--- src/rtl/bsc_ram.sv ---
// Generic single-port-write, single-port-read RAM with registered read data.
module bsc_ram #(
  parameter int WIDTH = 8,
  parameter int DEPTH = 512
) (
  input  logic                     clk,
  input  logic                     we,
  input  logic [$clog2(DEPTH)-1:0] waddr,
  input  logic [WIDTH-1:0]         wdata,
  input  logic                     re,
  input  logic [$clog2(DEPTH)-1:0] raddr,
  output logic [WIDTH-1:0]         rdata
);

  logic [WIDTH-1:0] mem [DEPTH];

  always_ff @(posedge clk) begin
    if (we) begin
      mem[waddr] <= wdata;
    end
    if (re) begin
      rdata <= mem[raddr];
    end
  end

endmodule

--- config.mk ---
export PLATFORM = sky130hd
export DESIGN_NAME = bsc_ram
export DESIGN_NICKNAME = d
export VERILOG_FILES = /design/src/rtl/bsc_ram.sv
export SDC_FILE = /design/constraint.sdc
export NUM_CORES = 2
export LEC_CHECK = 0
export ABC_AREA = 1
export BUFFER_PORTS_ARGS = -buffer_cell sky130_fd_sc_hd__buf_2
export CELL_PAD_IN_SITES_DETAIL_PLACEMENT = 0
export CELL_PAD_IN_SITES_GLOBAL_PLACEMENT = 1
export CORE_ASPECT_RATIO = 1.5
export CORE_UTILIZATION = 40
export DETAILED_ROUTE_END_ITERATION = 8
export PLACE_DENSITY = 0.72
export SKIP_CTS_REPAIR_TIMING = 1
export SLEW_MARGIN = 20
export SYNTH_ARGS = -nofsm -noshare
export SYNTH_HDL_FRONTEND = slang
export SYNTH_SLANG_ARGS = --single-unit
--- constraint.sdc ---
create_clock -name clk -period 2.3 [get_ports clk]
set_clock_uncertainty 0.2 [all_clocks]
set_input_delay 0.115 -clock clk [delete_from_list [all_inputs] [get_ports clk]]
set_output_delay 0.115 -clock clk [all_outputs]
set_load 0.02 [all_outputs]
After elaboration in Yosys (flattened, before gate mapping)
Memories as Yosys holds them, arrays and structs flattened. A register that Yosys moved wholly into a read port is not among the register bits.
Cells that the tools add are included.
W data, S select, Z words.

word-level totals
  output and inout bits = 8
  RAM bits = 4096
  memories kept = 1
  ROM bits = 0
  bits in registers = 0
  logic and storage cells = 3
  bits in latches = 0

memories
  memory  depth  bits a word  rd ports  clocked after Yosys merged registers in  wr ports  line  text
  mem     512    8            1         1                                        1         15    logic [WIDTH-1:0] mem [DEPTH];

cells by class
  shift-type cells = 0
  multiply operators = 0
  add/subtract/negate cells = 0
  reduce and logical (&&, ||, !) cells = 0
  $lt $le $gt $ge = 0
  muxes and demuxes = 2
  divide/modulo/power cells = 0
  bitwise gates (word level) = 0
  equal/unequal tests = 0

operators by type and width
  operator  count
  $mux W1   2

Longest topological paths before layout
  depth after elaboration = 2
  gate-level depth with buffers = 15
  depth with buffers taken out = 11

Least setup slack after synthesis
OpenSTA, ideal clock, no wires.

  kind = input-to-reg
  start point = in waddr[4]
  end point = mem mem[212][0], enable pin
  required time = 1730 ps
  path slack = 394 ps
  cell stages on the path = 7
  data arrival time = 1336 ps
  path buffers = 1
  path through = inv_1 nor2_1 inv_1 nor2_1 inv_1 clkbuf_1 nor2_1

RTL lines
  what                line  text
  start: declaration  8     input logic [$clog2(DEPTH)-1:0] waddr,
  end: declaration    15

No word-level cell before the write port.

==> results.toml <==
[floorplanning]
dieHeight_um = 792.9
core_um2 = 415500
io_pins = 37
die_area_um2 = 419700
start_util_pct = 40.15
die_w_um = 529.3
rows = 290

[worst_setup_path]
cp-endpoint = "rdata[5]"
critPathBufInv = 0
setup.worst_path.class = "flop to flop"
reg2regPathDepth = 10
reg2reg_from = "mem[235][5]"
worstSetupStartpoint = "mem[235][5]"
cp_slowest_cell = "edfxtp_1"
rr_endpoint = "rdata[5]"
slowest_delay_ns = 0.40
cp_top_family = "simple AND/OR/NAND/NOR gates"
rrSetupSlack_ns = 0.006
worstSetupEndpointType = "flop"
cp_cell_sequence = "nand2_1 > nand3_1 > nand3_1 > nand3_1 > nand3_1 > nand3_1 > nand3_1 > nand3_1 > nand3_1 > nand2_1"
crit_cells = 10
cp.required_ns = 2.79
path_common_cell = "nand3_1"
crit_fanout = 1
start_kind = "flop"
cp.arrival_ns = 2.78

[synth]
synthAdderAreaFrac_pct = 0
synth_commonest_cells = "4160 x nand2_1, 4104 x edfxtp_1, 4080 x nand3_1"
synth_top_family_by_area = "simple AND/OR/NAND/NOR gates"
synth-seq-area-share_pct = 73.88
yosys_warnings = 0
synth.cell_area_um2 = 166800
synth.area.mux_share_pct = 0
synth_cell_types = 15
yosys_register_bits = 4104
synth_area_leaders = "edfxtp_1 74%, nand3_1 12%, nand2_1 9.4%"
synth_top_area_share_pct = 73.88
syn_avg_cell_area_um2 = 12.01
synth_cells = 13891
synthXorXnorAreaFrac_pct = 0
async_flop_share_pct = 0
synth_edf_count = 4104
synthFlopType = "edfxtp_1"
synth_top_cell_by_area = "edfxtp_1"
synth-compound-area-share_pct = 0
synth_most_common_cell = "nand2_1"
syn-num-nets = 13920
synthSimpleGateAreaFrac_pct = 22.79

[sta]
fmaxAchievable_mhz = 436.0
post-route-period-util_pct = 99.73
max-slew-margin-rel_pct = 23.55
worst_pin_slew_ns = 1.145
setup_viol = 0
final_max_slew_viol_count = 0
hold_violations = 108
holdWs_ns = -0.04105
min_period_ns = 2.294

[grt]
grt_first_pass_wirelength_um = 734200
antenna_found_initial = 26
grt_usage_pct = 23.75
grt.overflow.total = 0
grt_max_degree = 91
first_global_vias = 108610

[detailed_routing]
drc = 0
routed_wl_um = 506700
ant_nets = 0
vias = 111416
wire_per_inst_um = 24.44
vias_per_cell = 5.374
drtPass1Iterations = 6
drt_iter0_drc = 11205

[cells_and_area]
multi_input_area_um2 = 38790
nFillCells = 36733
drive_above_1_share_pct = 14.67
fin_nets = 14911
final_area_um2 = 197000
area_delta_synth_final_pct = 18.08
seq_area_um2 = 123200

[placement]
hpwl_um = 327000
io_buffers = 36
dpl_cell_area_um2 = 184300
gp_congestion = 0.9155

[clock_tree]
cts_buffers = 366
clock_latency_ns = 0.96
cts_tree = "done"
cts.htree.levels = 5
path_clk_slew_ns = 0.07
cts.path.max_buffers = 4
cts_sinks = 4104
root_buffer = "clkbuf_16"

[pwr]
p_leak_nw = 70.43
p_per_area_nw_per_um2 = 790.0
cell_internal_pwr_w = 0.1203
clkPwrFrac_pct = 39.7
p_sw_share_pct = 22.70
power_w = 0.1556
p_comb_share_pct = 7.3
p_seq_share_pct = 52.9
switchingPower_w = 0.03532
peakVddDrop_mv = 0.6534

[hold_path]
hp-class = "input port to flop"

[status]
outcome = "finished, violations left"
violations = "hold timing"

[job]
cap_viol_max_count = 0
==> flip-flops by register name, summed over array words and instances, names as in the netlist <==
| signal | flops |
|---|---|
| rdata | 8 |
| mem | 4096 |
==> layout make-up <==
cell class	instances	area share, %
diodes	11	0.01398
clock buffers	433	4.821
clock inverters	225	1.162
inverters	39	0.1029
multi-input cells	8765	19.69
flip-flops and latches	4104	62.57
well taps	5548	3.524
repair buffers	1606	8.113
==> worst min path at each step <==
stage                         from    endpoint  slack [ns]  cells past startpoint
after CTS                       re    rdata[4]       -0.66                      1
final                     raddr[7]    rdata[1]       -0.04                      5
after global routing      raddr[7]    rdata[2]       -0.05                      5
after floorplan           wdata[0]   mem[0][0]        0.01                      0
after detailed placement  wdata[1]  mem[88][1]        0.33                      1
after global placement    wdata[1]  mem[88][1]        0.33                      1
==> logic make-up (layout without fill, tap and decap cells) <==
family	Yosys count	in the layout
buf+inv	1022	2303
flops	4104	4104
other cells	0	11
simple gates	8765	8765
==> stage by stage <==
step	utilization, %	setup TNS (ns)	cells	worst slack (ns)
floorplan	-	0	13891	0.3940
detailed placement	44.35	-42.45	20038	-1.019
global route	47.40	-0.02328	20724	-0.01290
CTS	47.19	-1.885	20696	-0.3751
finish	47.41	0	20731	0.006296
global placement	44.35	-38.17	20038	-1.034
==> worst min-delay path, stage by stage <==
cell and delay [ns]:
buf_2 0.30, buf_4 0.28, nand3_1 0.10, nand3_2 0.08, nand2_1 0.07
==> cell usage in the layout, fill, tap and decap left out, drive strengths merged <==
| cell type | n |
|---|---|
| diode | 11 |
| bufinv | 44 |
| nand2 | 4160 |
| buf | 1582 |
| clkbuf | 433 |
| dlygate4sd3 | 24 |
| nor2 | 514 |
| edfxtp | 4104 |
| inv | 48 |
| clkinv | 156 |
| nand3 | 4080 |
| nor3 | 11 |
| clkinvlp | 16 |
==> power by group through the flow <==
stage | Sequential [W] | Combinational, W | Clock [W]
detailed placement | 0.0840 | 0.0112 | 0
CTS | 0.0824 | 0.0112 | 0.0626
finish | 0.0824 | 0.0114 | 0.0618
global placement | 0.0840 | 0.0111 | 0
floorplan | 0.0840 | 0.00510 | 0
global route | 0.0823 | 0.0121 | 0.0650
==> routing by layer <==
metal | vias to the layer above | wire [µm] | share of wire [%] | track usage (%)
met5 | - | 26 | 0.0051 | 0
met4 | 4 | 24580 | 4.9 | 10.66
met3 | 930 | 32230 | 6.4 | 2.794
met2 | 3995 | 259100 | 51 | 42.02
met1 | 55063 | 190700 | 38 | 29.00
li1 | 51424 | - | - | -
Note: power is estimated with default switching activity, not from simulation.
