===== src/rtl/bsc_pkg.sv =====
// Shared constants, codes and types of the bit set with population count.
package bsc_pkg;

  localparam int MAX_BITS    = 4096;
  localparam int WORD_BITS   = 8;
  localparam int WORD_COUNT  = (MAX_BITS + WORD_BITS - 1) / WORD_BITS;
  localparam int IDX_W       = $clog2(MAX_BITS);
  localparam int CNT_W       = IDX_W + 1;
  localparam int LIM_W       = 13;
  localparam int WADDR_W     = $clog2(WORD_COUNT);
  localparam int BSEL_W      = $clog2(WORD_BITS);
  localparam int CMD_W       = 3;
  localparam int STAT_W      = 2;
  localparam int QUEUE_DEPTH = 2;
  localparam int QPTR_W      = $clog2(QUEUE_DEPTH);
  localparam int QCNT_W      = $clog2(QUEUE_DEPTH + 1);

  localparam logic [LIM_W-1:0] LIMIT_RESET = LIM_W'(4096);

  // Command codes on the input port.
  localparam logic [CMD_W-1:0] CMD_SET     = 3'd0;
  localparam logic [CMD_W-1:0] CMD_CLR     = 3'd1;
  localparam logic [CMD_W-1:0] CMD_TEST    = 3'd2;
  localparam logic [CMD_W-1:0] CMD_CLR_ALL = 3'd3;
  localparam logic [CMD_W-1:0] CMD_SET_ALL = 3'd4;
  localparam logic [CMD_W-1:0] CMD_FIND    = 3'd5;

  // Result status codes.
  localparam logic [STAT_W-1:0] STAT_OK    = 2'd0;
  localparam logic [STAT_W-1:0] STAT_RANGE = 2'd1;
  localparam logic [STAT_W-1:0] STAT_NONE  = 2'd2;

  // Operation as classified by the front end.
  typedef enum logic [2:0] {
    OP_SET,
    OP_CLR,
    OP_TEST,
    OP_CLR_ALL,
    OP_SET_ALL,
    OP_FIND,
    OP_REJECT,
    OP_NOP
  } op_t;

  typedef enum logic [2:0] {
    BK_INIT,
    BK_IDLE,
    BK_READ,
    BK_SWEEP,
    BK_FIND
  } bk_state_t;

  typedef struct packed {
    op_t              op;
    logic [IDX_W-1:0] idx;
    logic [CNT_W-1:0] lim;
  } job_t;

  typedef struct packed {
    logic              valid;
    logic [STAT_W-1:0] status;
    logic              bit_value;
    logic [IDX_W-1:0]  found_index;
    logic [CNT_W-1:0]  set_count;
    logic [IDX_W-1:0]  high_mark;
  } res_t;

  typedef struct packed {
    logic full;
    logic init;
  } fe_stat_t;

endpackage


===== src/rtl/bsc_front.sv =====
// Front end: limit register, command decode and range check, queue push.
module bsc_front import bsc_pkg::*; (
  input  logic              clk,
  input  logic              rst_n,
  input  logic              start,
  input  logic [CMD_W-1:0]  in_command,
  input  logic [IDX_W-1:0]  in_bit_index,
  input  logic              cfg_we,
  input  logic [LIM_W-1:0]  cfg_wdata,
  input  fe_stat_t          stat,
  output logic              busy,
  output logic              push,
  output job_t              job
);

  logic [LIM_W-1:0] limit_r;
  logic [CNT_W-1:0] lim_eff;
  logic             in_range;

  always_ff @(posedge clk) begin
    if (!rst_n) begin
      limit_r <= LIMIT_RESET;
    end else if (cfg_we) begin
      limit_r <= cfg_wdata;
    end
  end

  // A limit above the storage size acts as the storage size.
  assign lim_eff  = (limit_r > LIM_W'(MAX_BITS)) ? CNT_W'(MAX_BITS) : CNT_W'(limit_r);
  assign in_range = {1'b0, in_bit_index} < lim_eff;

  assign busy = stat.full | stat.init;
  assign push = start & ~busy;

  always_comb begin
    job.idx = in_bit_index;
    job.lim = lim_eff;
    unique case (in_command)
      CMD_SET:     job.op = in_range ? OP_SET  : OP_REJECT;
      CMD_CLR:     job.op = in_range ? OP_CLR  : OP_REJECT;
      CMD_TEST:    job.op = in_range ? OP_TEST : OP_REJECT;
      CMD_FIND:    job.op = in_range ? OP_FIND : OP_REJECT;
      CMD_CLR_ALL: job.op = OP_CLR_ALL;
      CMD_SET_ALL: job.op = OP_SET_ALL;
      default:     job.op = OP_NOP;
    endcase
  end

endmodule


===== config.mk =====
export PLATFORM = sky130hd
export DESIGN_NAME = bsc_front
export DESIGN_NICKNAME = d
export VERILOG_FILES = /design/src/rtl/bsc_pkg.sv /design/src/rtl/bsc_front.sv
export SDC_FILE = /design/constraint.sdc
export NUM_CORES = 1
export LEC_CHECK = 0
export BUFFER_PORTS_ARGS = -buffer_cell sky130_fd_sc_hd__buf_2
export CAP_MARGIN = 20
export CORE_UTILIZATION = 45
export CTS_CLUSTER_DIAMETER = 50
export DETAILED_ROUTE_END_ITERATION = 6
export PLACE_DENSITY = 0.8
export SLEW_MARGIN = 25
export SYNTH_ARGS = -nofsm -noshare
export SYNTH_HDL_FRONTEND = slang
export SYNTH_SLANG_ARGS = --single-unit

===== constraint.sdc =====
create_clock -name clk -period 3.9 [get_ports clk]
set_input_delay 0.585 -clock clk [delete_from_list [all_inputs] [get_ports clk]]
set_output_delay 0.585 -clock clk [all_outputs]
set_load 0.05 [all_outputs]

# Yosys cells after proc, flatten, opt, wreduce, memory -nomap -nowiden

Index checks and enable logic that the tools add are counted.

Register bits: 13
Input port bits: 34

$lt $le $gt $ge: 2
Equal/unequal tests: 5
Muxes and demuxes: 6
Bitwise operators: 3
Reduce and logical (&&, ||, !) cells: 1

Operator list:

| operator                                               | count |
|---|---|
| one-hot mux 3 bit (6 select lines)                     | 1 |
| greater-than comparator 13 bit (second input constant) | 1 |
| < comparator 12 x 13 -> 1 bit                          | 1 |
| 2-to-1 mux 13 bit                                      | 1 |
| 2-to-1 mux 3 bit                                       | 3 |
| == test 3 x 2 -> 1 bit (second input constant)         | 2 |
| == test 3 bit (second input constant)                  | 2 |
| == test 3 x 1 -> 1 bit (second input constant)         | 1 |
| zero test 3 bit                                        | 1 |
| 2-to-1 mux 2 bit                                       | 1 |
| AND 1 bit                                              | 1 |
| NOT 1 bit                                              | 1 |
| bitwise OR 1 bit                                       | 1 |

# Longest topological paths before layout

Depth after elaboration: 5
Mapped depth: 7
Depth with buffers taken out: 6

# Worst setup path before layout

OpenSTA, ideal clock, no wires.

Kind: register to output
From: register limit_r[12]
To: output port job[26] (netlist name)
Arrival: 2.197 ns
Path slack: 1.118 ns
Stages on the path, launching flop included: 8
Buffers on the path: 1
Cell sequence: dfxtp_1 buf_2 nand2b_1 ha_1 a211oi_1 o32ai_1 a31oi_2 a31oi_1

RTL lines:

| what                   | RTL line        | text |
|---|---|---|
| start, declared        | bsc_front.sv:16 | `logic [LIM_W-1:0] limit_r;` |
| start signal, assigned | bsc_front.sv:24 | `limit_r <= cfg_wdata;` |
| end, declared          | bsc_front.sv:13 | `output job_t job` |

==> flow_metrics.py <==
metrics = {
    "power": {
        "static-leakage-power_nw": 0.747,
        "power.density_mw_per_mm2": 274,
        "peakVddDrop_mv": 0.221,
    },
    "yosys": {
        "synthesis.area_per_instance_um2": 8.58,
        "synth.yosys.seq_area_share": 0.257,
        "synthesis.nets": 163,
        "ys_seq_elements": 13,
        "synth_flop_cell": "sky130_fd_sc_hd__dfxtp_1",
        "async_flop_share": 0,
        "yosys_warnings": 0,
        "netlist_instances": 118,
        "number_of_flops_mapped_to_enable_cells_by_yosys": 0,
        "synth.cell_area_mm2": 0.00101,
        "yosys.cell_types.count": 27,
    },
    "global_routing": {
        "grt_pass1_vias": 784,
        "grt_start_max_net_pins": 17,
        "gr-total-overflow": 0,
        "grt_antenna_before_repair": 0,
        "grt_first_pass_wirelength_um": 3150,
        "globalRouteTotalUtil": 0.161,
    },
    "critical_path": {
        "cp_data_required_time_ps": 3310,
        "worst_path_largest_cell_delay_ps": 590,
        "critical_path_peak_fanout": 16,
        "worstPathCellList": "nand2b_1, ha_1, a21oi_1, a21boi_0, o31ai_2, a31o_1, buf_2",
        "worst_setup_path_start_kind": "flip-flop",
        "crit_path_top_delay_cell": "sky130_fd_sc_hd__dfxtp_1",
        "critPathTopFamily": "compound AO/OA/AOI/OAI gates",
        "critPathKind": "flip-flop to primary output",
        "worstPathArrival_ps": 2300,
        "critPathBufInv": 1,
        "worst_setup_path_end_kind": "primary output",
    },
    "die": {
        "placement_row_count": 16,
        "die_x_um": 49.4,
        "core_region_area_mm2": 0.00204,
        "effective_utilization_at_floorplan": 0.496,
        "floorplan.die.height_um": 49.4,
        "top_level_ports": 64,
        "die_area_mm2": 0.00244,
    },
    "sta": {
        "final.setup.worst_slack_ps": 1020,
        "final_period_minus_worst_setup_slack_ps": 2880,
        "timing_hold_violations_final": 0,
        "final_min_period_over_clock_period": 0.739,
        "fin_skew_ps": 0,
        "worst-slew-pin-transition_ps": 436,
        "setup_repair_after_global_routing_missed_its_margin": "no",
        "max_freq_mhz": 347,
        "setup_tns_ps": 0,
        "finalSetupViolations": 0,
        "maxSlewViolCount": 0,
        "slew_headroom": 0.709,
    },
    "clock_network": {
        "cts_buffer_depth": 2,
        "h-tree-depth": 1,
        "insertion_delay_ps": 260,
        "cts_setup_buffers": 0,
        "worst_setup_hold_path_clk_slew_ps": 70,
        "tritoncts": "done",
        "cts-hold-fix-buffers": 0,
        "cts-root-buf": "sky130_fd_sc_hd__clkbuf_4",
        "clkSinkCount": 13,
        "cts_repair_resize_count": 0,
        "total_clock_buffers_created_by_cts": 3,
    },
    "final_layout": {
        "area.growth.synth_to_final_pct": 25.7,
        "design.final.nets": 214,
        "antenna_cells": 0,
        "layout-drive-gt1-share": 0.411,
        "layout_commonest_cell": "sky130_fd_sc_hd__buf_2",
        "largest_reg_by_ff_count": "limit_r",
        "largest_registers": "limit_r x13",
        "largest_register_ff_count": 13,
        "layout_common_cells": "sky130_fd_sc_hd__buf_2, sky130_fd_sc_hd__inv_1, sky130_fd_sc_hd__mux2i_1, sky130_fd_sc_hd__dfxtp_1, sky130_fd_sc_hd__nor2b_1",
        "finalCoreUtilization": 0.623,
    },
    "route": {
        "vias_per_cell": 4.64,
        "firstDrtPassIters": 4,
        "dr_total_vias": 904,
        "drt_drc_violations_left": 0,
        "detail_route.iter0.violations": 6,
        "total_length_of_routed_wires_um": 1960,
        "drt.antenna.violating_nets": 0,
        "routedWlPerCell_um": 10.1,
    },
    "place": {
        "dpl_worst_slack_ps": 1310,
        "hpwl_um": 1680,
        "buffer_ports.inserted": 63,
        "finalWeightedCongestion": 0.764,
    },
    "worst_hold_path": {
        "min_path_type": "flip-flop to flip-flop",
    },
    "job": {
        "max_cap_violations": 0,
    },
    "run_status": {
        "status": "completed",
    },
}
## through the flow
step                      instance area (um^2)  total power, mW  cells  hold slack, ps
after global placement                    1250            0.271    191             492
after global routing                      1270            0.370    195             515
after floorplan                           1010            0.247    118             474
after detailed placement                  1250            0.274    191             502
after CTS                                 1270            0.352    195             524
final                                     1270            0.349    195             519
## cells in the mapped netlist (2+ instances only)
library cell	n	area (um^2)
sky130_fd_sc_hd__inv_1	15	56.3
sky130_fd_sc_hd__buf_4	13	97.6
sky130_fd_sc_hd__dfxtp_1	13	260
sky130_fd_sc_hd__mux2i_1	13	130
sky130_fd_sc_hd__nor2b_1	12	75.1
sky130_fd_sc_hd__ha_1	11	138
sky130_fd_sc_hd__nand2b_1	11	68.8
sky130_fd_sc_hd__a21oi_1	4	20.0
sky130_fd_sc_hd__nor2_1	4	15.0
sky130_fd_sc_hd__a31oi_1	2	12.5
sky130_fd_sc_hd__buf_2	2	10.0
sky130_fd_sc_hd__clkbuf_1	2	7.51
sky130_fd_sc_hd__nand4_1	2	12.5
## worst min-delay path: cells and delay by family, from the launching register on
kind	cells	cell delay [ps]
flops	1	330
simple gates	1	90
mux	1	70
## logic make-up (layout without fill, tap and decap cells)
| group | Yosys count | after routing | synth area share |
|---|---|---|---|
| compound gates | 13 | 13 | 0.0964 |
| fa+ha+maj | 11 | 11 | 0.136 |
| buf+inv | 32 | 82 | 0.169 |
| flops | 13 | 13 | 0.257 |
| mux | 13 | 13 | 0.129 |
| simple gates | 36 | 36 | 0.213 |
## per-layer routing
metal | vias to the layer above | wire, um | track usage
met5 | - | 0 | 0
met1 | 396 | 878 | 0.202
met3 | 2 | 111 | 0.0187
met2 | 29 | 958 | 0.281
met4 | 0 | 14 | 0.0571
li1 | 477 | - | -
## layout make-up
class	count	area [um^2]
clock buffers	4	26.3
fillers	201	769
inverters	15	56.3
multi-input cells	73	581
flip-flops and latches	13	260
well taps	27	33.8
repair buffers	63	315
## worst paths after layout
check / from / end / slack, ps / depth (start not counted)
hold reg to reg: limit_r[0] / limit_r[0] / 520 / 2
setup reg to reg: limit_r[12] / limit_r[12] / 3050 / 2
setup / recovery: limit_r[12] / job[25] / 1020 / 7
hold / removal: limit_r[0] / limit_r[0] / 520 / 2
## power by group
group,total (mW),switching (mW),internal (mW)
logic,0.124,0.0799,0.0438
clock network,0.0786,0.0391,0.0395
registers,0.147,0.00591,0.141
total,0.349,0.125,0.224
Note: power is estimated with default switching activity, not from simulation.
