===== src/rtl/bsc_pkg.sv =====
// Shared constants, codes and types of the bit set with population count.
package bsc_pkg;

  localparam int MAX_BITS    = 4096;
  localparam int WORD_BITS   = 8;
  localparam int WORD_COUNT  = (MAX_BITS + WORD_BITS - 1) / WORD_BITS;
  localparam int IDX_W       = $clog2(MAX_BITS);
  localparam int CNT_W       = IDX_W + 1;
  localparam int LIM_W       = 13;
  localparam int WADDR_W     = $clog2(WORD_COUNT);
  localparam int BSEL_W      = $clog2(WORD_BITS);
  localparam int CMD_W       = 3;
  localparam int STAT_W      = 2;
  localparam int QUEUE_DEPTH = 2;
  localparam int QPTR_W      = $clog2(QUEUE_DEPTH);
  localparam int QCNT_W      = $clog2(QUEUE_DEPTH + 1);

  localparam logic [LIM_W-1:0] LIMIT_RESET = LIM_W'(4096);

  // Command codes on the input port.
  localparam logic [CMD_W-1:0] CMD_SET     = 3'd0;
  localparam logic [CMD_W-1:0] CMD_CLR     = 3'd1;
  localparam logic [CMD_W-1:0] CMD_TEST    = 3'd2;
  localparam logic [CMD_W-1:0] CMD_CLR_ALL = 3'd3;
  localparam logic [CMD_W-1:0] CMD_SET_ALL = 3'd4;
  localparam logic [CMD_W-1:0] CMD_FIND    = 3'd5;

  // Result status codes.
  localparam logic [STAT_W-1:0] STAT_OK    = 2'd0;
  localparam logic [STAT_W-1:0] STAT_RANGE = 2'd1;
  localparam logic [STAT_W-1:0] STAT_NONE  = 2'd2;

  // Operation as classified by the front end.
  typedef enum logic [2:0] {
    OP_SET,
    OP_CLR,
    OP_TEST,
    OP_CLR_ALL,
    OP_SET_ALL,
    OP_FIND,
    OP_REJECT,
    OP_NOP
  } op_t;

  typedef enum logic [2:0] {
    BK_INIT,
    BK_IDLE,
    BK_READ,
    BK_SWEEP,
    BK_FIND
  } bk_state_t;

  typedef struct packed {
    op_t              op;
    logic [IDX_W-1:0] idx;
    logic [CNT_W-1:0] lim;
  } job_t;

  typedef struct packed {
    logic              valid;
    logic [STAT_W-1:0] status;
    logic              bit_value;
    logic [IDX_W-1:0]  found_index;
    logic [CNT_W-1:0]  set_count;
    logic [IDX_W-1:0]  high_mark;
  } res_t;

  typedef struct packed {
    logic full;
    logic init;
  } fe_stat_t;

endpackage


===== src/rtl/bsc_queue.sv =====
// Short queue of classified jobs between the front and back ends.
module bsc_queue import bsc_pkg::*; (
  input  logic clk,
  input  logic rst_n,
  input  logic push,
  input  job_t push_job,
  input  logic pop,
  output logic q_valid,
  output logic q_full,
  output job_t q_job
);

  job_t              entry_r [QUEUE_DEPTH];
  logic [QPTR_W-1:0] wr_ptr_r, wr_ptr_nxt;
  logic [QPTR_W-1:0] rd_ptr_r, rd_ptr_nxt;
  logic [QCNT_W-1:0] cnt_r, cnt_nxt;

  assign q_valid = cnt_r != '0;
  assign q_full  = cnt_r == QCNT_W'(QUEUE_DEPTH);
  assign q_job   = entry_r[rd_ptr_r];

  always_comb begin
    wr_ptr_nxt = wr_ptr_r;
    rd_ptr_nxt = rd_ptr_r;
    cnt_nxt    = cnt_r;
    if (push) begin
      wr_ptr_nxt = (wr_ptr_r == QPTR_W'(QUEUE_DEPTH - 1)) ? '0 : wr_ptr_r + 1'b1;
    end
    if (pop) begin
      rd_ptr_nxt = (rd_ptr_r == QPTR_W'(QUEUE_DEPTH - 1)) ? '0 : rd_ptr_r + 1'b1;
    end
    if (push && !pop) begin
      cnt_nxt = cnt_r + 1'b1;
    end else if (pop && !push) begin
      cnt_nxt = cnt_r - 1'b1;
    end
  end

  always_ff @(posedge clk) begin
    if (!rst_n) begin
      wr_ptr_r <= '0;
      rd_ptr_r <= '0;
      cnt_r    <= '0;
    end else begin
      wr_ptr_r <= wr_ptr_nxt;
      rd_ptr_r <= rd_ptr_nxt;
      cnt_r    <= cnt_nxt;
    end
  end

  always_ff @(posedge clk) begin
    if (push) begin
      entry_r[wr_ptr_r] <= push_job;
    end
  end

endmodule


===== config.mk =====
export PLATFORM = sky130hd
export DESIGN_NAME = bsc_queue
export DESIGN_NICKNAME = d
export VERILOG_FILES = /design/src/rtl/bsc_pkg.sv /design/src/rtl/bsc_queue.sv
export SDC_FILE = /design/constraint.sdc
export NUM_CORES = 1
export LEC_CHECK = 0
export BUFFER_PORTS_ARGS = -buffer_cell sky130_fd_sc_hd__buf_4
export CAP_MARGIN = 20
export CORE_MARGIN = 10
export CORE_UTILIZATION = 25
export CTS_BUF_LIST = sky130_fd_sc_hd__clkbuf_8 sky130_fd_sc_hd__clkbuf_16
export CTS_CLUSTER_DIAMETER = 100
export DETAILED_ROUTE_END_ITERATION = 16
export PLACE_DENSITY = 0.43
export RECOVER_POWER = 100
export SETUP_SLACK_MARGIN = 0.2
export SYNTH_ARGS = -nofsm -noshare
export SYNTH_HDL_FRONTEND = slang
export SYNTH_SLANG_ARGS = --single-unit

===== constraint.sdc =====
create_clock -name clk -period 3.2 [get_ports clk]
set_clock_uncertainty 0.15 [all_clocks]
set_input_delay 0.32 -clock clk [delete_from_list [all_inputs] [get_ports clk]]
set_output_delay 0.32 -clock clk [all_outputs]
set_load 0.03 [all_outputs]

After elaboration in Yosys (flattened, before gate mapping)
Memory sizes are Yosys's and may differ from the RTL's. A register that Yosys moved wholly into a read port is not among the register bits.
Index checks and enable logic that the tools add are counted.

operators by class
  muxes and demuxes = 8
  add/sub/neg operators = 4
  eq/ne operators = 1
  reductions and logical operators = 6

operators with widths
  cell                                               number
  2-to-1 mux 1 bit                                   6
  2-to-1 mux 2 bit                                   2
  nonzero test 2 bit                                 2
  adder 1 bit (second input constant)                2
  adder 2 x 1 -> 2 bit (second input constant)       1
  == test 2 bit (second input constant)              1
  logical AND 1 bit                                  2
  logical NOT 1 bit                                  2
  subtractor 2 x 1 -> 2 bit (second input constant)  1

storage, ports and cells
  bits in registers = 4
  memories = 1
  logic and storage cells = 23
  memory bits (writable) = 56
  input port bits = 32
  output and inout port bits = 30

memory list
  memory   depth  width  read ports  clocked after memory_dff  wr ports  line             text
  entry_r  2      28     1           1                         1         bsc_queue.sv:13  job_t entry_r [QUEUE_DEPTH];

Logic depth before layout (Yosys ltp)
Gate-level depths: netlist (run 1).

  depth in word-level cells = 4
  depth in mapped cells = 5
  gate-level depth less buffers = 5

Worst setup path before layout (run 1)
OpenSTA, ideal clock, no wires.

  path type = input-to-reg
  start point = input push
  end point = memory entry_r[0][0] (netlist bit) (enable)
  setup slack = 1005 ps
  data arrival time = 1628 ps
  buffers on the path = 0
  required time = 2632 ps
  stages = 1
  setup time = 418 ps
  cells stage by stage = nor2b_1

between the ends
  cells in the longest elaborated chain, start to end = 2

RTL lines
  what                                    line             text
  start: declaration                      bsc_queue.sv:5   input logic push,
  2-to-1 mux 1 bit                        bsc_queue.sv:52  if (push) begin
  2-to-1 mux 1 bit (implied by the code)  bsc_queue.sv:53  entry_r[wr_ptr_r] <= push_job;
  end: declaration                        bsc_queue.sv:13

No other way between the ends.

==> reports/metrics.cfg, run 1 <==
[global_route]
grt_pass1_wl_mm = 7.11
track_usage = 0.0715
grt_max_degree = 30
antenna_found_initial = 0
grt_remaining_overflow = 0
first_global_vias = 1391

[drt]
route.top_layer_used = met4
wl_met2_mm = 2.17
first_pass_iters = 4
dr.first_iter.drc_count = 58
viasPerCell = 4.03
met1_length_mm = 1.94
routedWlPerCell_um = 15.7
dr_wl_met3_um = 457
drtAntennaViolNets = 0
finalWirelength_mm = 4.63
vias = 1184
drc_errors = 0

[clock_network]
numCtsBuffers = 9
cts_sinks = 61
clk_path_buf_depth = 2
h-tree-depth = 3
tritoncts = yes
cts.repair.resized = 0
root_buffer = clkbuf_8
path_clk_slew_ns = 0.07
clk_latency_ns = 0.32

[sta]
finalSetupViolCount = 0
fin_crit_sh = 0.799
fin_tns_setup_ns = 0
max_freq_mhz = 391
rsz0062_at_grt = no
finalHoldViolations = 0
slew_headroom = -0.00171
worstMarginPinSlew_ns = 1.50
slew_viol_final = 1
hold-worst-slack_ns = 0.0481
fin_crit_ns = 2.56

[logic_synthesis]
netlist_instances = 109
yosysWarningCount = 0
synth_top_family_by_area = multiplexers
synth-compound-area-share = 0.00891
yosys.area_share.simple = 0.0262
syn_avg_cell_area_um2 = 20.6
synth_xor_area_frac = 0.0117
ys_seq_elements = 61
synth.cell_area_um2 = 2250
muxShareOfSynthArea = 0.140
synth_nets = 142
synthAdderAreaFrac = 0.00557
yosys.cell_types.count = 17
synth_seq_area_share = 0.793

[cells_and_area]
drive_gt1_frac = 0.344
area_delta_synth_final_pct = 26.5
antenna_cells = 0
fin_util = 0.326
final_common_cell = edfxtp_1
final_cell_mix = edfxtp_1 (56), clkbuf_1 (41), mux2_2 (26)
nets = 214

[setup_path]
arrival_ns = 2.09
startpoint_type = register
critPathRequiredTime_ns = 2.73
end_kind = output pin
worstSetupPathType = register to output pin
critPathMaxFanout = 18

[floorplan]
die_h_um = 115
die_x_um = 115
core_um2 = 8720
die-area_um2 = 13200
initial_core_util = 0.258
num_rows = 34
pin_count = 62

[worst_hold_path]
hp-class = input port to register

[place]
gp_congestion = 0.719
numPortBuffers = 61
dp_hpwl_mm = 3.34

[outcome]
run_status = finished, violations left
violations = capacitance limit, slew limit

[power_and_ir_drop]
power.total_mw = 1.72
vdd_drop_max_uv = 235
power_leakage_nw = 0.970
power.density_nw_per_um2 = 605

[run]
maxCapViolations = 1

-- metal layers --
layer	up-vias	global-route usage
met5	-	0
li1	566	-
met3	4	0.0458
met4	0	0.0297
met2	45	0.111
met1	569	0.0758
-- sequential cells by signal (all words and copies together) (netlist names), named ones only --
register	cells
cnt_r	2
entry_r	56
wr_ptr_r	1
rd_ptr_r	1
-- critical path: stages (launching register included) --
cell	delay (ns)
dfxtp_1	0.62
clkbuf_2	0.51
mux2_2	0.39
clkbuf_1	0.23
-- final cells by class --
class | instances | area, um2
Clock buffer | 9 | 124
Clock inverter | 7 | 33.8
Fill cell | 874 | 5880
Inverter | 1 | 3.75
Multi-Input combinational cell | 44 | 435
Sequential cell | 61 | 1780
Tap cell | 108 | 135
Timing Repair Buffer | 64 | 327
-- cells by family after synthesis --
logic type | Yosys count
xor gates and xnor gates | 3
DFF | 61
muxes | 28
buffers and inverters | 4
and+or+nand+nor | 9
adders and majority gates | 1
AOI/OAI and AO/OA | 3
-- Yosys cell counts --
master	n	area share
buf_6	2	0.010
o21ai_0	1	0.0022
or3_1	1	0.0028
a21boi_1	1	0.0033
or2_2	1	0.0028
xnor2_1	1	0.0039
xor2_1	2	0.0078
inv_1	1	0.0017
dfxtp_1	5	0.045
and2b_2	1	0.0039
edfxtp_1	56	0.75
ha_1	1	0.0056
and2_1	4	0.011
mux2_2	28	0.14
nor2b_1	2	0.0056
buf_2	1	0.0022
o21a_1	1	0.0033
-- where the power goes --
group | switching [mW] | internal, mW
Sequential | 0.0170 | 0.920
Clock | 0.271 | 0.268
Combinational | 0.158 | 0.0858
-- final timing paths --
path	cells past startpoint	to	start	slack (ns)
worst max-delay path	3	q_job[20]	register	0.64
worst min-delay path	1	entry_r[0][0]$_DFFE_PP_	push_job[0]	0.05
worst max register to register	2	entry_r[1][15]$_DFFE_PP_	wr_ptr_r$_SDFFE_PN0P_	0.83
worst min register to register	2	cnt_r[1]$_SDFFE_PN0P_	cnt_r[1]$_SDFFE_PN0P_	0.37
-- what timing repair did --
action	in CTS	in global routing
hold endpoints to repair	0	2
hold buffers	0	1
setup buffers	0	0
-- stage by stage --
step                setup WS, ns  cells  area (um2)
detailed placement          1.17    277        2830
CTS                        0.789    293        2990
floorplan                   1.00    109        2250
global placement            1.21    277        2830
finish                     0.644    294        2840
global route               0.443    294        2840
Power figures use the tool's default switching activity.
==> inputs of run 2 (changes only) <==
--- a/config.mk
+++ b/config.mk
@@ -5,6 +5,7 @@
 export SDC_FILE = /design/constraint.sdc
 export NUM_CORES = 1
 export LEC_CHECK = 0
+export ABC_AREA = 1
 export BUFFER_PORTS_ARGS = -buffer_cell sky130_fd_sc_hd__buf_4
 export CAP_MARGIN = 20
 export CORE_MARGIN = 10
@@ -12,7 +13,7 @@
 export CTS_BUF_LIST = sky130_fd_sc_hd__clkbuf_8 sky130_fd_sc_hd__clkbuf_16
 export CTS_CLUSTER_DIAMETER = 100
 export DETAILED_ROUTE_END_ITERATION = 16
-export PLACE_DENSITY = 0.43
+export PLACE_DENSITY = 0.44
 export RECOVER_POWER = 100
 export SETUP_SLACK_MARGIN = 0.2
 export SYNTH_ARGS = -nofsm -noshare
==> constraint.sdc (replaced) <==
create_clock -name clk -period 2.23 [get_ports clk]
set_clock_uncertainty 0.15 [all_clocks]
set_input_delay 0.223 -clock clk [delete_from_list [all_inputs] [get_ports clk]]
set_output_delay 0.223 -clock clk [all_outputs]
set_load 0.03 [all_outputs]
==> reports/metrics.cfg, run 2 <==
[outcome]
run_status = completed

[clock_network]
ctsHoldBuffers = 31
clk_path_buf_depth = 2
clk_latency_ns = 0.32
post_cts_buffers = 0
path_clk_slew_ns = 0.06
numCtsBuffers = 9
h-tree-depth = 3
cts_sinks = 61
root_buffer = clkbuf_8
tritoncts = yes
cts.repair.resized = 0

[logic_synthesis]
yosysTopAreaCellShare = 0.715
synth_common_cells = edfxtp_1 (56), mux2_4 (20), nand2_1 (9)
synth_edf_count = 56
synth_seq_area_share = 0.758
synth_ff_type = edfxtp_1
synthTopCellsByArea = edfxtp_1 (72%), mux2_4 (13%), dfxtp_1 (4.3%)
async_flop_share = 0
yosysWarningCount = 0
syn_avg_cell_area_um2 = 19.3
yosysMostFrequentCell = edfxtp_1
synth.cell_area_um2 = 2350
netlist_instances = 122
yosys.cell_types.count = 14
synth_nets = 155
synth_area_leader_cell = edfxtp_1
ys_seq_elements = 61

[sta]
fin_ws_ns = 0.268
finalHoldViolations = 0
slew_headroom = 0.525
fin_crit_ns = 1.96
max_freq_mhz = 510
fin_crit_sh = 0.880
finalSetupViolCount = 0
worstMarginPinSlew_ns = 0.710
fin_tns_setup_ns = 0
rsz0062_at_grt = no
slew_viol_final = 0

[global_route]
grt_max_degree = 26
antenna_found_initial = 0
grt_pass1_wl_mm = 7.14
first_global_vias = 1414
track_usage = 0.0725
grt_remaining_overflow = 0

[power_and_ir_drop]
power.total_mw = 2.63
power.density_nw_per_um2 = 790
power_leakage_nw = 1.31
vdd_drop_max_uv = 332

[cells_and_area]
largest_register_ffs = 56
fin_cells = 341
largestRegisters = entry_r: 56 flops, cnt_r: 2 flops
nets = 258
antenna_cells = 0
seqCellArea_um2 = 1780
final_common_cell = edfxtp_1
regMostFlops = entry_r
fill_cells = 915
drive_gt1_frac = 0.383
final_cell_mix = edfxtp_1 (56), dlygate4sd3_1 (31), clkbuf_4 (26)
fin_util = 0.362
area_delta_synth_final_pct = 41.8
multi_input_comb_area_um2 = 469

[drt]
finalWirelength_mm = 4.61
drc_errors = 0
drtAntennaViolNets = 0
dr.first_iter.drc_count = 31
vias = 1312
first_pass_iters = 4
routedWlPerCell_um = 13.5
viasPerCell = 3.85

[setup_path]
startpoint_type = register
r2r-start = wr_ptr_r$_SDFFE_PN0P_
reg2reg_to = entry_r[1][9]$_DFFE_PP_
critPathMaxFanout = 25
cp_cell_sequence = buf_12 > mux2_1 > buf_4
r2r_slack_ns = 0.46
end_kind = output pin
r2r_cells = 3
cp_slowest_cell = dfxtp_1
endpoint = q_job[26]
worstSetupPathType = register to output pin
arrival_ns = 1.59
cp_slowest_stage_delay_ns = 0.46
critPathRequiredTime_ns = 1.86

[floorplan]
die_x_um = 117
initial_core_util = 0.256
num_rows = 35
die_h_um = 117
die-area_um2 = 13700
pin_count = 62
core_um2 = 9200

[place]
numPortBuffers = 61
dp.cells = 294
dp_hpwl_mm = 3.21
gp_congestion = 0.657
pre_cts_slack_ns = 0.674

[worst_hold_path]
hold_depth = 3
hp-class = input port to register

[run]
maxCapViolations = 0

[run 2: cell types whose count changed in the layout (fill, tap and decap cells not counted), moves of 9 or more]
cell / previous run / this run
clkbuf_2: 1 / 16
clkbuf_1: 41 / 11
mux2_2: 26 / 8
nand2_1: 0 / 9
clkbuf_4: 15 / 26
dlygate4sd3_1: 1 / 31
mux2_4: 0 / 15
[run 2: metal layers]
| layer | up-vias | part of all wire | GRT usage |
|---|---|---|---|
| met3 | 6 | 0.074 | 0.0321 |
| met1 | 604 | 0.42 | 0.0761 |
| met4 | 0 | 0.021 | 0.0494 |
| li1 | 658 | - | - |
| met5 | - | 0 | 0 |
| met2 | 44 | 0.48 | 0.115 |
[run 2: critical path, delay by kind of cell (launching register included)]
kind | cells | cell delay [ns]
buffers and inverters | 2 | 0.43
multiplexers | 1 | 0.37
flip-flops | 1 | 0.46
[run 2: metrics by stage]
| stage | hold slack (ns) | instance area, um2 |
|---|---|---|
| 2_1_floorplan | 0.172 | 2350 |
| 3_3_place_gp | 0.260 | 2970 |
| 3_5_place_dp | 0.260 | 2970 |
| 4_1_cts | 0.103 | 3460 |
| 5_1_grt | 0.150 | 3330 |
| 6_report | 0.126 | 3330 |
[run 2: power breakdown]
group | total [mW] | leakage [nW] | switching [mW] | internal [mW]
Sequential | 1.34 | 0.567 | 0.0169 | 1.32
Clock | 0.897 | 0.0990 | 0.398 | 0.499
Combinational | 0.400 | 0.646 | 0.223 | 0.177
[run 2: area by class of cell]
cell class	instances	area share
clock buffers	9	0.0372
clock inverters	7	0.0176
inverters	8	0.00901
multi-input cells	50	0.141
flip-flops and latches	61	0.535
well taps	111	0.0417
repair buffers	95	0.219
[run 2: cells by family (layout without fill, tap and decap cells)]
logic type,Yosys count,after routing,synth area share
flops,61,61,0.758
fa+ha+maj,1,1,0.00532
buf+inv,11,119,0.0346
simple gates,19,19,0.0319
compound gates,2,2,0.00425
mux,28,28,0.166
[run 2: worst min-delay path by stage]
stage / startpoint / end / slack [ns]
floorplan: push_job[0] / entry_r[0][0]$_DFFE_PP_ / 0.17
global placement: push_job[8] / entry_r[1][8]$_DFFE_PP_ / 0.26
detailed placement: push_job[27] / entry_r[1][27]$_DFFE_PP_ / 0.26
CTS: push / cnt_r[0]$_SDFFE_PN0P_ / 0.10
global route: push / cnt_r[0]$_SDFFE_PN0P_ / 0.15
finish: push / cnt_r[0]$_SDFFE_PN0P_ / 0.13
